`src/rtl/core/indexed_min_heap_decrease_key_assert.svh`:
```
// Assertion macros used by the heap sequencer.
`ifndef INDEXED_MIN_HEAP_DECREASE_KEY_ASSERT_SVH
`define INDEXED_MIN_HEAP_DECREASE_KEY_ASSERT_SVH

// Implication whose consequent is checked in the cycle after the antecedent, disabled while in reset.
`define IHDK_ASSERT_NEXT(label, ante, cons, msg) \
  label: assert property (@(posedge clk) disable iff (rst) (ante) |=> (cons)) \
    else $error(msg);

// Property that holds on every clock edge outside reset.
`define IHDK_ASSERT_ALWAYS(label, cond, msg) \
  label: assert property (@(posedge clk) disable iff (rst) (cond)) else $error(msg);

`endif

```
`src/rtl/core/ihdk_ram.sv`:
```
// Simple dual-port synchronous RAM with registered read data.
`timescale 1ns / 1ps
module ihdk_ram #(
  parameter int WIDTH = 8,
  parameter int DEPTH = 2
) (
  input  logic                     clk,
  input  logic                     we,
  input  logic [$clog2(DEPTH)-1:0] waddr,
  input  logic [WIDTH-1:0]         wdata,
  input  logic [$clog2(DEPTH)-1:0] raddr,
  output logic [WIDTH-1:0]         rdata
);

  logic [WIDTH-1:0] mem [DEPTH];

  always_ff @(posedge clk) begin
    if (we) begin
      mem[waddr] <= wdata;
    end
    rdata <= mem[raddr];
  end

endmodule

```
`config.mk`:
```
export PLATFORM = sky130hd
export DESIGN_NAME = ihdk_ram
export DESIGN_NICKNAME = d
export VERILOG_FILES = /design/src/rtl/core/indexed_min_heap_decrease_key_assert.svh /design/src/rtl/core/ihdk_ram.sv
export SDC_FILE = /design/constraint.sdc
export NUM_CORES = 1
export LEC_CHECK = 0
export BUFFER_PORTS_ARGS = -buffer_cell sky130_fd_sc_hd__buf_2
export CAP_MARGIN = 20
export CORE_MARGIN = 2
export CORE_UTILIZATION = 25
export CTS_CLUSTER_SIZE = 25
export DETAILED_ROUTE_END_ITERATION = 6
export SYNTH_ARGS = -nofsm -noshare
export SYNTH_HDL_FRONTEND = slang
export SYNTH_SLANG_ARGS = --single-unit
```
`constraint.sdc`:
```
create_clock -name clk -period 0.97 [get_ports clk]
set_input_delay 0.194 -clock clk [delete_from_list [all_inputs] [get_ports clk]]
set_output_delay 0.194 -clock clk [all_outputs]
set_load 0.05 [all_outputs]
```
==> metrics.log <==
[metrics] result of the run: finished, violations left
[metrics] violated checks: setup timing
[metrics] synthesized area per cell: 22.41 um2
[metrics] signed area change from the synthesized netlist to the final layout: 35.88%
[metrics] Cell Chain, Critical Path: buf_8
[metrics] post-route total power: 1.931 mW
[metrics] post-CTS clock slew at the launch and capture registers of the worst setup and hold paths: 0.12 ns
[metrics] clock tree from TritonCTS: built
[metrics] wire per inst: 9.577 um
[metrics] Post-Place Setup Slack: 0.06490 ns
[metrics] maximum buffer depth of the clock tree: 2
[metrics] Final Slew Violations: 0
[metrics] worst-case register-to-register setup slack: 0.22 ns
[metrics] via count of the routed design: 372
[metrics] worst reg2reg path depth: 1
[metrics] clock latency at the later pin of the worst-skew pair: 0.29 ns
[metrics] wire length of the first global-routing pass: 1738 um
[metrics] Max Freq: 1017 MHz
[metrics] most common cell after layout, fill and taps aside: edfxtp_1
[metrics] Yosys Warn Count: 0
[metrics] final worst path period need: 0.9837 ns
[metrics] CTS resizes: 25
[metrics] critical path startpoint category: flop
[metrics] largest net degree at the start of global routing: 14
[metrics] I/O pins: 20
[metrics] Die Y: 60.02 um
[metrics] Reg2Reg Launch Point: mem[1][2]$_DFFE_PP_
[metrics] sequential fraction of the synthesis area: 81.66%
[metrics] post-CTS setup buffer count: 0
[metrics] count of buffer and inverter cells on the critical path: 1
[metrics] clock buffer count from CTS: 3
[metrics] largest driver fanout on the critical path: 1
[metrics] instance count of the mapped netlist: 35
[metrics] PD cells: 1812 nW/um2
[metrics] Period Utilization, post-route: 101.4%
[metrics] via count of the first global-routing pass: 387
[metrics] Critical Setup Path Class: reg -> out
[metrics] worst IR drop on VDD: 0.4210 mV
[metrics] Setup Skew: 0.004063 ns
[metrics] Worst Max-Slew Pin Slew: 0.2669 ns
[metrics] number of antenna violations at the first check in global routing: 0
[metrics] setup violation total in the final timing report: 8
[metrics] number of cell rows: 20
[metrics] CTS H-Tree Depth: 1
[metrics] critical path arrival: 0.79 ns
[metrics] hold buffer count at CTS: 0
[metrics] Critical Path Sink Type: primary output
[metrics] synth unique cells: 6
[metrics] largest delay contributor family on the critical path: flip-flops
[metrics] ANT cells: 0
[metrics] final-stage net count: 73
[metrics] LEAKAGE: 0.4218 nW
[metrics] Worst path depth: 1
[metrics] slowest cell on the critical path: dfxtp_2
[metrics] unrepaired setup endpoints after global routing: true
[metrics] violation count after the first detailed-routing iteration: 2
[metrics] overall die area: 3602 um2
[metrics] floorplan die width: 60.02 um
[metrics] final weighted congestion in routability-driven placement: 0.6216
[metrics] starting density of the core: 25.91%
[metrics] worst-case headroom to the max-slew limit: 82.21%
[metrics] gr usage total: 7.136%
[metrics] total detailed-routing wirelength: 996 um
[metrics] Remaining Overflow, GRT: 0
[metrics] fraction of final layout cells with drive strength greater than 1: 70.00%
[metrics] Hold Path Class: in -> reg
[metrics] max-cap violation count: 0
[metrics] capturing element of the worst setup path: rdata[0]
[metrics] count of clock tree sinks: 24
[metrics] area of the mapped netlist: 784.5 um2
[metrics] endpoint of the lowest-slack register-to-register path: rdata[2]$_DFF_P_
[metrics] Setup WS post-layout: -0.01367 ns
[metrics] routed via count divided by cell count: 3.577
[metrics] cell at the root of the clock tree: clkbuf_4
[metrics] buffers added on ports: 19
[metrics] post-detail-place hpwl: 755.8 um
[metrics] DRT antenna net count: 0
[metrics] Critical Path Start: rdata[0]$_DFF_P_
[metrics] number of endpoints with negative hold slack in the final report: 0
[metrics] core area: 3028 um2
[metrics] Slowest Stage Delay on Critical Path: 0.36 ns
[metrics] Worst EP required: 0.78 ns
[metrics] number of nets produced by synthesis: 47
[metrics] synthesis-stage register bit count: 24
[metrics] most frequent cells in the layout: edfxtp_1, buf_2, mux2_4, dfxtp_2, buf_8
[metrics] detailed-routing iteration count for the pre-antenna-repair pass: 2
[metrics] Fin Hold WS: 0.07903 ns
[metrics] count of unresolved DRC violations after routing: 0
registers in the layout (all words and copies together) (netlist names):
register,count
mem,16
rdata,8
synth_stat cells (all sizes together):
master	n	area (um2)
buf	1	11.26
nor2b	1	6.260
mux2	8	120.1
and2	1	6.260
dfxtp	8	160.2
edfxtp	16	480.5
worst min path at each step:
| stage | cells after the start | slack, ns | end | startpoint |
|---|---|---|---|---|
| 6_report | 1 | 0.08 | mem[1][0]$_DFFE_PP_ | wdata[0] |
| 3_3_place_gp | 1 | 0.39 | mem[0][7]$_DFFE_PP_ | wdata[7] |
| 4_1_cts | 1 | 0.07 | mem[1][7]$_DFFE_PP_ | wdata[7] |
| 5_1_grt | 1 | 0.06 | mem[0][7]$_DFFE_PP_ | wdata[7] |
| 3_5_place_dp | 1 | 0.39 | mem[1][7]$_DFFE_PP_ | wdata[7] |
| 2_1_floorplan | 0 | 0.29 | mem[0][0]$_DFFE_PP_ | wdata[0] |
final cells by class:
class	instances	area (um2)
fillers	294	1962
well taps	44	55.05
repair buffers	22	198.9
multi-input cells	10	135.1
flip-flops and latches	24	650.6
clock buffers	4	26.28
power breakdown:
group | internal (mW) | switching (mW)
Combinational | 0.148 | 0.160
Sequential | 1.18 | 0.0267
Clock | 0.160 | 0.260
Total | 1.48 | 0.447
through the flow:
step	utilization (%)	area (um2)	setup TNS, ns	std cells
final	35.21	1066	-0.04497	104
after global routing	35.21	1066	-0.3591	104
after CTS	34.71	1051	-0.1544	104
after detailed placement	31.74	960.9	0	100
after global placement	31.74	960.9	0	100
after floorplan	-	787.0	0	35
cells by family (layout without fill, tap and decap cells):
group                  Yosys count  count (layout)  synth area share, %
AND/OR/NAND/NOR                  2               2                1.596
buffers and inverters            1              26                1.435
flip-flops                      24              24                81.66
multiplexers                     8               8                15.31
layer usage:
layer | up-vias | track usage (%) | wire [um]
li1 | 178 | - | -
met1 | 180 | 7.123 | 382
met2 | 12 | 11.49 | 515
met3 | 2 | 3.680 | 81
met4 | 0 | 4.762 | 17
met5 | - | 0 | 0
Note: power is estimated with default switching activity, not from simulation.
